**src/rtl/core/lsc_pkg.sv**
```systemverilog
`timescale 1ns / 1ps
`default_nettype none
// ----------------------------------------------------------------------------
// lsc_pkg
// Shared types and constants of the latency statistics collector.
// ----------------------------------------------------------------------------
package lsc_pkg;

  localparam int BUCKETS = 13;
  localparam int BKT_W   = 4;
  localparam int KIND_W  = 5;
  localparam int CAP_W   = 13;
  localparam int QDEPTH  = 4;

  localparam logic [CAP_W-1:0] CAP_RESET = 13'd4096;
  localparam logic [31:0]      ALL32     = 32'hFFFF_FFFF;

  localparam logic REQ_ADD    = 1'b0;
  localparam logic REQ_REPORT = 1'b1;

  localparam logic [KIND_W-1:0] K_COUNT  = 5'd0;
  localparam logic [KIND_W-1:0] K_MIN    = 5'd1;
  localparam logic [KIND_W-1:0] K_MAX    = 5'd2;
  localparam logic [KIND_W-1:0] K_AVG    = 5'd3;
  localparam logic [KIND_W-1:0] K_MEDIAN = 5'd4;
  localparam logic [KIND_W-1:0] K_P50    = 5'd5;
  localparam logic [KIND_W-1:0] K_P95    = 5'd6;
  localparam logic [KIND_W-1:0] K_P99    = 5'd7;
  localparam logic [KIND_W-1:0] K_P999   = 5'd8;
  localparam logic [KIND_W-1:0] K_STDDEV = 5'd9;
  localparam logic [KIND_W-1:0] K_BKT0   = 5'd10;
  localparam logic [KIND_W-1:0] K_LAST   = 5'd22;

  localparam logic [9:0] P95_MUL    = 10'd95;
  localparam logic [9:0] P99_MUL    = 10'd99;
  localparam logic [9:0] P999_MUL   = 10'd999;
  localparam logic [31:0] P999_MIN_N = 32'd1000;

  // floor(x / 100) = (x * PCT_RECIP) >> PCT_SHIFT, exact for x below 2^32
  localparam logic [31:0] PCT_RECIP  = 32'd1374389535;
  localparam int          PCT_SHIFT  = 37;
  // floor(x / 1000) = (x * PMIL_RECIP) >> PMIL_SHIFT, exact for x below 2^32
  localparam logic [31:0] PMIL_RECIP = 32'd1099511628;
  localparam int          PMIL_SHIFT = 40;

  localparam logic [31:0] BUCKET_BOUND [BUCKETS-1] = '{
    32'd100, 32'd200, 32'd500, 32'd1000, 32'd2000, 32'd5000, 32'd10000,
    32'd20000, 32'd50000, 32'd100000, 32'd500000, 32'd1000000
  };

  typedef struct packed {
    logic             req_report;
    logic [31:0]      sample;
    logic [BKT_W-1:0] bucket;
  } item_t;

  function automatic logic [BKT_W-1:0] bucket_of(input logic [31:0] x);
    logic [BKT_W-1:0] b;
    b = BKT_W'(BUCKETS - 1);
    for (int i = BUCKETS - 2; i >= 0; i--) begin
      if (x < BUCKET_BOUND[i]) begin
        b = BKT_W'(i);
      end
    end
    return b;
  endfunction

endpackage
`default_nettype wire

```
**src/rtl/core/lsc_front.sv**
```systemverilog
`timescale 1ns / 1ps
`default_nettype none
// ----------------------------------------------------------------------------
// lsc_front
// Accepts requests, sorts samples into histogram buckets and queues them.
// ----------------------------------------------------------------------------
module lsc_front import lsc_pkg::*; (
  input  wire logic        clk,
  input  wire logic        rst_n,
  input  wire logic        push,
  output logic             full,
  input  wire logic        req_type,
  input  wire logic [31:0] lat_ns,
  input  wire logic        q_pop,
  output logic             q_empty,
  output item_t            q_head
);

  localparam int QAW = $clog2(QDEPTH);

  item_t          q_r [QDEPTH];
  logic [QAW-1:0] wr_ptr_r;
  logic [QAW-1:0] rd_ptr_r;
  logic [QAW:0]   cnt_r;
  logic           wr;
  logic           rd;
  item_t          item;

  assign full    = (cnt_r == (QAW+1)'(QDEPTH));
  assign q_empty = (cnt_r == '0);
  assign wr      = push && !full;
  assign rd      = q_pop && !q_empty;
  assign q_head  = q_r[rd_ptr_r];

  always_comb begin
    item.req_report = req_type;
    item.sample     = lat_ns;
    item.bucket     = bucket_of(lat_ns);
  end

  always_ff @(posedge clk) begin
    if (wr) begin
      q_r[wr_ptr_r] <= item;
    end
  end

  always_ff @(posedge clk) begin
    if (!rst_n) begin
      wr_ptr_r <= '0;
      rd_ptr_r <= '0;
      cnt_r    <= '0;
    end else begin
      if (wr) begin
        wr_ptr_r <= wr_ptr_r + 1'b1;
      end
      if (rd) begin
        rd_ptr_r <= rd_ptr_r + 1'b1;
      end
      if (wr && !rd) begin
        cnt_r <= cnt_r + 1'b1;
      end else if (rd && !wr) begin
        cnt_r <= cnt_r - 1'b1;
      end
    end
  end

endmodule
`default_nettype wire

```
**config.mk**
```make
export PLATFORM = sky130hd
export DESIGN_NAME = lsc_front
export DESIGN_NICKNAME = d
export VERILOG_FILES = /design/src/rtl/core/lsc_pkg.sv /design/src/rtl/core/lsc_front.sv
export SDC_FILE = /design/constraint.sdc
export NUM_CORES = 1
export LEC_CHECK = 0
export ABC_AREA = 0
export ABC_CLOCK_PERIOD_IN_PS = 2500
export BUFFER_PORTS_ARGS = -buffer_cell sky130_fd_sc_hd__buf_2
export CAP_MARGIN = 20
export CORE_MARGIN = 3
export CORE_UTILIZATION = 40
export CTS_BUF_LIST = sky130_fd_sc_hd__clkbuf_4 sky130_fd_sc_hd__clkbuf_8
export CTS_CLUSTER_SIZE = 28
export DETAILED_ROUTE_END_ITERATION = 6
export SETUP_SLACK_MARGIN = 0.4
export SYNTH_ARGS = -nofsm -noshare
export SYNTH_HDL_FRONTEND = slang
export SYNTH_SLANG_ARGS = --single-unit
```
**constraint.sdc**
```tcl
create_clock -name clk -period 2.5 [get_ports clk]
set_clock_uncertainty 0.05 [all_clocks]
set_input_delay 0.5 -clock clk [delete_from_list [all_inputs] [get_ports clk]]
set_output_delay 0.5 -clock clk [all_outputs]
set_load 0.01 [all_outputs]
```
## After elaboration in Yosys (flattened, before gate mapping)

Memory sizes are Yosys's and may differ from the RTL's. A register that Yosys moved wholly into a read port is not among the register bits.
Cells that the tools add are included.

| word-level totals | value |
|---|---|
| register bits | 7 |
| bits in writable memories | 148 |
| input port bits | 37 |
| output and inout bits | 39 |
| word-level logic and storage cells | 49 |
| memories kept | 1 |

Memories:

| name | words | bits a word | read ports | clocked after memory_dff | write ports | RTL line | RTL |
|---|---|---|---|---|---|---|---|
| q_r | 4 | 37 | 1 | 1 | 1 | lsc_front.sv:21 | `item_t q_r [QDEPTH];` |

| cells by class | value |
|---|---|
| $add $sub $neg | 4 |
| $lt $le $gt $ge | 12 |
| eq/ne operators | 1 |
| mux-type cells | 18 |
| reductions and logical operators | 10 |

Operators by type and width:

| operator | count |
|---|---|
| two-way mux 4 bit | 11 |
| < comparator 32 x 10 -> 1 bit, second input constant | 1 |
| < comparator 32 x 11 -> 1 bit, second input constant | 1 |
| < comparator 32 x 13 -> 1 bit, second input constant | 1 |
| < comparator 32 x 14 -> 1 bit, second input constant | 1 |
| < comparator 32 x 15 -> 1 bit, second input constant | 1 |
| < comparator 32 x 16 -> 1 bit, second input constant | 1 |
| < comparator 32 x 17 -> 1 bit, second input constant | 1 |
| < comparator 32 x 19 -> 1 bit, second input constant | 1 |
| < comparator 32 x 20 -> 1 bit, second input constant | 1 |
| < comparator 32 x 7 -> 1 bit, second input constant | 1 |
| < comparator 32 x 8 -> 1 bit, second input constant | 1 |
| < comparator 32 x 9 -> 1 bit, second input constant | 1 |
| two-way mux 3 bit | 3 |
| adder 2 x 1 -> 2 bit, second input constant | 2 |
| logical AND 1 bit | 4 |
| logical NOT 1 bit | 4 |
| two-way mux 2 bit | 2 |
| adder 3 x 1 -> 3 bit, second input constant | 1 |
| == test 3 bit, second input constant | 1 |
| logical NOT 3 bit | 1 |
| subtractor 3 x 1 -> 3 bit, second input constant | 1 |
| two-way mux 1 bit | 2 |
| nonzero test 2 bit | 1 |

## Depth between registers and ports, before layout

Gate-level depths: netlist of run 1.

| logic depth | value |
|---|---|
| depth after elaboration | 13 |
| depth in mapped cells | 9 |
| mapped depth without buffers | 8 |

## Worst setup path after synthesis of run 1

OpenSTA, ideal clock, no wires.

| timing path | value |
|---|---|
| path kind | flip-flop to flip-flop |
| start | register cnt_r[0] |
| end | memory q_r[0][0] (netlist name), enable pin |
| library setup time | 0.398 ns |
| data arrival time | 1.786 ns |
| required time | 2.052 ns |
| slack | 0.266 ns |
| stages on the path, launching flop included | 5 |
| buffers on the path | 1 |
| clock period less this slack | 2.234 ns |
| path through | dfxtp_1 > nor3b_1 > nor2b_1 > clkbuf_1 > and2_1 |

| between the ends | value |
|---|---|
| cells in the longest elaborated chain, start to end | 5 |

Ends and longest elaborated chain:

| element | RTL line | RTL |
|---|---|---|
| from (decl) | lsc_front.sv:24 | `logic [QAW:0] cnt_r;` |
| from (signal assigned) | lsc_front.sv:60 | `cnt_r <= cnt_r + 1'b1;` |
| from (signal assigned) | lsc_front.sv:62 | `cnt_r <= cnt_r - 1'b1;` |
| == test 3 bit | lsc_front.sv:29 | `assign full = (cnt_r == (QAW+1)'(QDEPTH));` |
| net full | lsc_front.sv:11 | `output logic full,` |
| logical NOT 1 bit | lsc_front.sv:31 | `assign wr = push && !full;` |
| logical AND 1 bit | lsc_front.sv:31 |  |
| net wr | lsc_front.sv:25 | `logic wr;` |
| two-way mux 1 bit | lsc_front.sv:42 | `if (wr) begin` |
| two-way mux 1 bit (implied by the code) | lsc_front.sv:43 | `q_r[wr_ptr_r] <= item;` |
| to (decl) | lsc_front.sv:21 |  |

The timed path passes the listed nets, and every way through them passes these cells.

==> results of run 1 <==
## per-stage QoR
| step | cells | hold WS, ns |
|---|---|---|
| floorplan | 314 | 0.433 |
| global placement | 607 | 0.456 |
| detailed placement | 607 | 0.475 |
| CTS | 641 | 0.185 |
| global route | 643 | 0.192 |
| finish | 643 | 0.219 |
## layer usage
metal	global-route usage, %	up-vias
met2	24.9	115
met1	19.8	1713
met3	3.98	19
met5	0	-
met4	6.65	0
li1	-	1523
## worst max-delay path, stage by stage (launching register included)
cell	delay, ns
dfxtp_4	0.41
buf_12	0.19
mux4_2	0.53
buf_2	0.16
## cell usage in the layout (no fill, tap or decap), types with 5 or more instances in the layout
cell,instances
a21oi_1,5
and2_1,5
buf_12,6
buf_2,75
buf_4,18
clkbuf_8,17
edfxtp_1,148
mux4_2,37
nand3_1,5
nor2_1,10
nor4_1,7
o21ai_0,8
## final timing paths
kind                end  slack (ns)  cells past startpoint
max reg2reg    cnt_r[2]        0.49                      8
min reg2reg    cnt_r[2]        0.47                      2
max          q_head[35]        0.21                      3
min           q_r[1][4]        0.22                      1
## report_power, final
| group | internal, mW | switching, mW | total, mW | leakage, nW |
|---|---|---|---|---|
| sequential | 3.21 | 0.110 | 3.32 | 1.43 |
| clock | 1.13 | 0.877 | 2.01 | 0.222 |
| combinational | 0.979 | 0.930 | 1.91 | 0.880 |
## state kept, by name, summed over array words and instances (netlist names), named ones only
| signal | cells |
|---|---|
| q_r | 148 |
| cnt_r | 3 |
| rd_ptr_r | 2 |
| wr_ptr_r | 2 |
## layout make-up
class	instances	area (um2)	share of cell area, %
clock inverters	11	165	2.17
repair buffers	100	658	8.63
flip-flops and latches	157	4630	60.8
inverters	4	15.0	0.197
well taps	211	264	3.46
multi-input cells	139	1620	21.3
clock buffers	21	264	3.46
## logic make-up (layout without fill, tap and decap cells)
kind of cell             count (synthesis)  count (layout)  synth area share [%]
AO/OA/AOI/OAI                           29              29                  3.35
XOR/XNOR                                 5               5                 0.702
adder cells (fa/ha/maj)                  6               6                  1.32
buffers and inverters                   18             136                  1.22
flip-flops                             157             157                  74.1
multiplexers                            39              39                  13.7
AND/OR/NAND/NOR                         60              60                  5.65
## timing repair
| item | 4_1_cts | 5_1_grt |
|---|---|---|
| gates resized for setup | 7 | 8 |
| pin swaps | 1 | 2 |
| cloned | 1 | 0 |
| setup endpoints to repair | 38 | 46 |
| buffers inserted | 1 | 2 |
==> metrics.csv, run 1 <==
stage;metric;value;unit
routing;vias;3370;
placement;dp_hpwl;7800;um
clocking;clock-sinks;157;
layout;fin_nets;462;
placement;postPlaceCellArea;7090;um2
routing;met1_length;5380;um
power;p_leak;2.53;nW
yosys;syn_inst;314;
timing;worstMarginPinSlew;0.472;ns
timing;setup_ws;0.209;ns
timing;fmax;0.436;GHz
floorplanning;initial_core_util;40.9;%
power;ir_drop;0.329;mV
clocking;insertion_delay;0.44;ns
yosys;avgSynthCellArea;19.9;um2
global_route;grt_pass1_wl;19300;um
yosys;synthDistinctLibCells;44;
yosys;ys_dominant_reg_cell;edfxtp_1;
yosys;synth.top_cells.by_area;edfxtp_1 (71%), mux4_2 (13%), dfxtp_1 (2.9%);
power;pwr_density_cell;949;nW/um2
yosys;synthArstFlopShare;0;%
floorplanning;row_count;45;
timing;setup_tns;0;ns
clocking;cts.htree.levels;4;
critical_path;worstPathArrival;1.74;ns
routing;ant_nets;0;
timing;setup_viol;0;
floorplanning;io_pins;76;
routing;route.detailed.drc;0;
yosys;synth_edf_count;148;
routing;top_layer_used;met4;
floorplanning;fp.dieH;131;um
timing;fin_crit_sh;91.6;%
critical_path;crit_path_end_kind;output pin;
yosys;synth_top_area_cell;edfxtp_1;
timing;post-route-min-period;2.29;ns
routing;dr.pass1.iters;5;
routing;wl_met2;6100;um
yosys;synth_area;6240;um2
layout;fill_cells;1273;
timing;hold_violations;0;
routing;dr_wl_met3;639;um
hold_path;holdCritStartpoint;lat_ns[0];
timing;rsz0062_at_grt;yes;
clocking;cts_buffer_depth;2;
global_route;antenna_found_initial;0;
critical_path;reg2reg_from;cnt_r[0];
yosys;synth.top_cell.area_share;71.2;%
floorplanning;die_w;131;um
clocking;clk_pin_slew_worst_paths;0.08;ns
routing;via_per_inst;5.24;
placement;gp_congestion;0.858;
layout;utilization;50.0;%
clocking;cts_hold_buf;0;
yosys;ys_seq_area_share;74.1;%
routing;drtIter0Drc;340;
timing;max-slew-margin-rel;67.7;%
clocking;cts_root_buf;clkbuf_8;
global_route;grt_overflow_total;0;
yosys;yosys-top-cells-count;edfxtp_1 (148), mux4_2 (37), nor2_1 (11);
layout;design_area;7620;um2
timing;maxSlewViolCount;0;
yosys;syn_nets;357;
global_route;grt_max_degree;25;
placement;dp_slack;0.0307;ns
critical_path;crit_fanout;15;
power;total_power;7.23;mW
floorplanning;coreArea;15300;um2
floorplanning;die_area;17100;um2
placement;portBuffers;75;
status;status;finished, final reports clean;
hold_path;holdCritPathClass;in -> reg;
job;drv_cap;0;
layout;area_delta_synth_final;22.1;%
yosys;ys_warn_count;0;
routing;wl_per_cell;19.1;um
critical_path;crit_required;1.95;ns
global_route;grt_pass1_vias;3549;
critical_path;start_kind;flip-flop;
layout;antenna_cells;0;
critical_path;criticalPathCategory;reg -> out;
routing;drt_wl_total;12300;um
layout;drive_gt1_share;44.9;%
clocking;cts_tree;yes;
yosys;synth_most_common_cell;edfxtp_1;
yosys;synth-seq-cells;157;
global_route;grt_usage;15.4;%
clocking;cts_buffers;17;
(Power assumes the default switching activity.)
==> inputs of run 2 (changes only) <==
Settings changed: GPL_TIMING_DRIVEN set to 1, SETUP_SLACK_MARGIN 0.4 to 0.02.
==> metrics.csv, run 2 (synthesized netlist as in run 1, its figures left out) <==
stage;metric;value;unit
layout;final-seq-area;4630;um2
floorplanning;die_w;131;um
hold_path;holdCritStartpoint;lat_ns[0];
routing;drtIter0Drc;202;
layout;fill_cells;1318;
critical_path;criticalPathCategory;reg -> out;
timing;fin_crit_sh;94.5;%
layout;instances_no_fill;649;
global_route;grt_pass1_vias;3412;
clocking;cts_buffer_depth;2;
layout;final_common_cell;edfxtp_1;
placement;dp.cells;617;
timing;post-route-min-period;2.36;ns
placement;postPlaceCellArea;7140;um2
timing;rsz0062_at_grt;no;
clocking;cts.htree.levels;4;
timing;max-slew-margin-rel;64.2;%
power;p_leak;2.51;nW
layout;multi_input_area;1550;um2
power;pwr_density_cell;917;nW/um2
critical_path;start_kind;flip-flop;
layout;max_flop_register;q_r;
clocking;post_cts_resize_count;0;
placement;portBuffers;75;
layout;drive_gt1_share;42.5;%
routing;drt_wl_total;12300;um
critical_path;reg2reg_from;cnt_r[1];
placement;dp_hpwl;8040;um
layout;area_delta_synth_final;20.4;%
floorplanning;coreArea;15300;um2
critical_path;crit_fanout;29;
layout;largest_register_ffs;148;
floorplanning;row_count;45;
timing;worstMarginPinSlew;0.523;ns
floorplanning;fp.dieH;131;um
clocking;clock-sinks;157;
timing;fmax;0.423;GHz
layout;antenna_cells;0;
critical_path;crit_path_end_kind;output pin;
timing;hold_violations;0;
routing;via_per_inst;5.10;
routing;vias;3308;
clocking;clk_pin_slew_worst_paths;0.08;ns
layout;utilization;49.3;%
job;drv_cap;0;
clocking;cts_tree;yes;
status;status;finished, final reports clean;
timing;holdWs;0.231;ns
global_route;grt_max_degree;30;
clocking;insertion_delay;0.43;ns
routing;dr.pass1.iters;4;
layout;reg.largest.list;q_r (148), cnt_r (3);
timing;setup_tns;0;ns
layout;fin_nets;468;
global_route;antenna_found_initial;0;
routing;ant_nets;0;
routing;route.detailed.drc;0;
power;ir_drop;0.358;mV
placement;gp_congestion;0.846;
clocking;cts_root_buf;clkbuf_8;
layout;design_area;7520;um2
timing;maxSlewViolCount;0;
timing;setup_viol;0;
global_route;grt_overflow_total;0;
global_route;grt_usage;15.2;%
clocking;cts_buffers;17;
clocking;cts_hold_buf;0;
floorplanning;die_area;17100;um2
floorplanning;io_pins;76;
hold_path;holdCritPathClass;in -> reg;
layout;final_cell_mix;edfxtp_1 (148), buf_2 (75), mux4_2 (37);
floorplanning;initial_core_util;40.9;%
clocking;cts_setup_buffers;0;
critical_path;worstPathArrival;1.81;ns
critical_path;crit_required;1.95;ns
routing;wl_per_cell;19.0;um
global_route;grt_pass1_wl;19100;um
-- run 2: cell count changes in the layout (fill, tap and decap cells not counted), sizes merged --
cell	previous run	this run
clkinv	5	6
bufinv	4	2
buf	100	106
clkinvlp	1	2
-- run 2: area by class of cell --
type	count	share of cell area, %
Timing Repair Buffer	106	9.09
Clock inverter	11	1.58
Tap cell	211	3.51
Clock buffer	21	3.51
Inverter	4	0.200
Sequential cell	157	61.5
Multi-Input combinational cell	139	20.6
-- run 2: per-stage QoR --
stage | setup WS, ns | power [mW]
6_report | 0.138 | 6.90
5_1_grt | 0.0318 | 7.27
4_1_cts | 0.0721 | 7.02
3_5_place_dp | -0.234 | 5.19
3_3_place_gp | -0.163 | 5.17
2_1_floorplan | 0.266 | 4.45
-- run 2: report_power, final --
group          switching, mW  total, mW  internal, mW  leakage [nW]
registers             0.0987       3.30          3.20          1.43
clock network          0.888       1.81         0.926         0.193
logic                  0.896       1.79         0.890         0.887
total                   1.88       6.90          5.02          2.51
-- run 2: worst paths after layout --
path	to	slack, ns	cells past startpoint
worst max-delay path	q_head[26]	0.14	3
worst min-delay path	q_r[0][4]	0.23	1
worst max register to register	cnt_r[2]	0.35	8
worst min register to register	cnt_r[2]	0.46	2
-- run 2: metal layers --
metal  up-vias  share of wire [%]  track usage [%]
met1      1684                 44             20.3
met4         0                1.3             5.20
met2        80                 50             24.2
met5         -                  0                0
met3        17                3.9             4.11
li1       1527                  -                -
-- run 2: critical path: stages, from the launching register on --
cell and delay, ns:
dfxtp_2 0.36, buf_12 0.27, mux4_2 0.57, buf_2 0.16
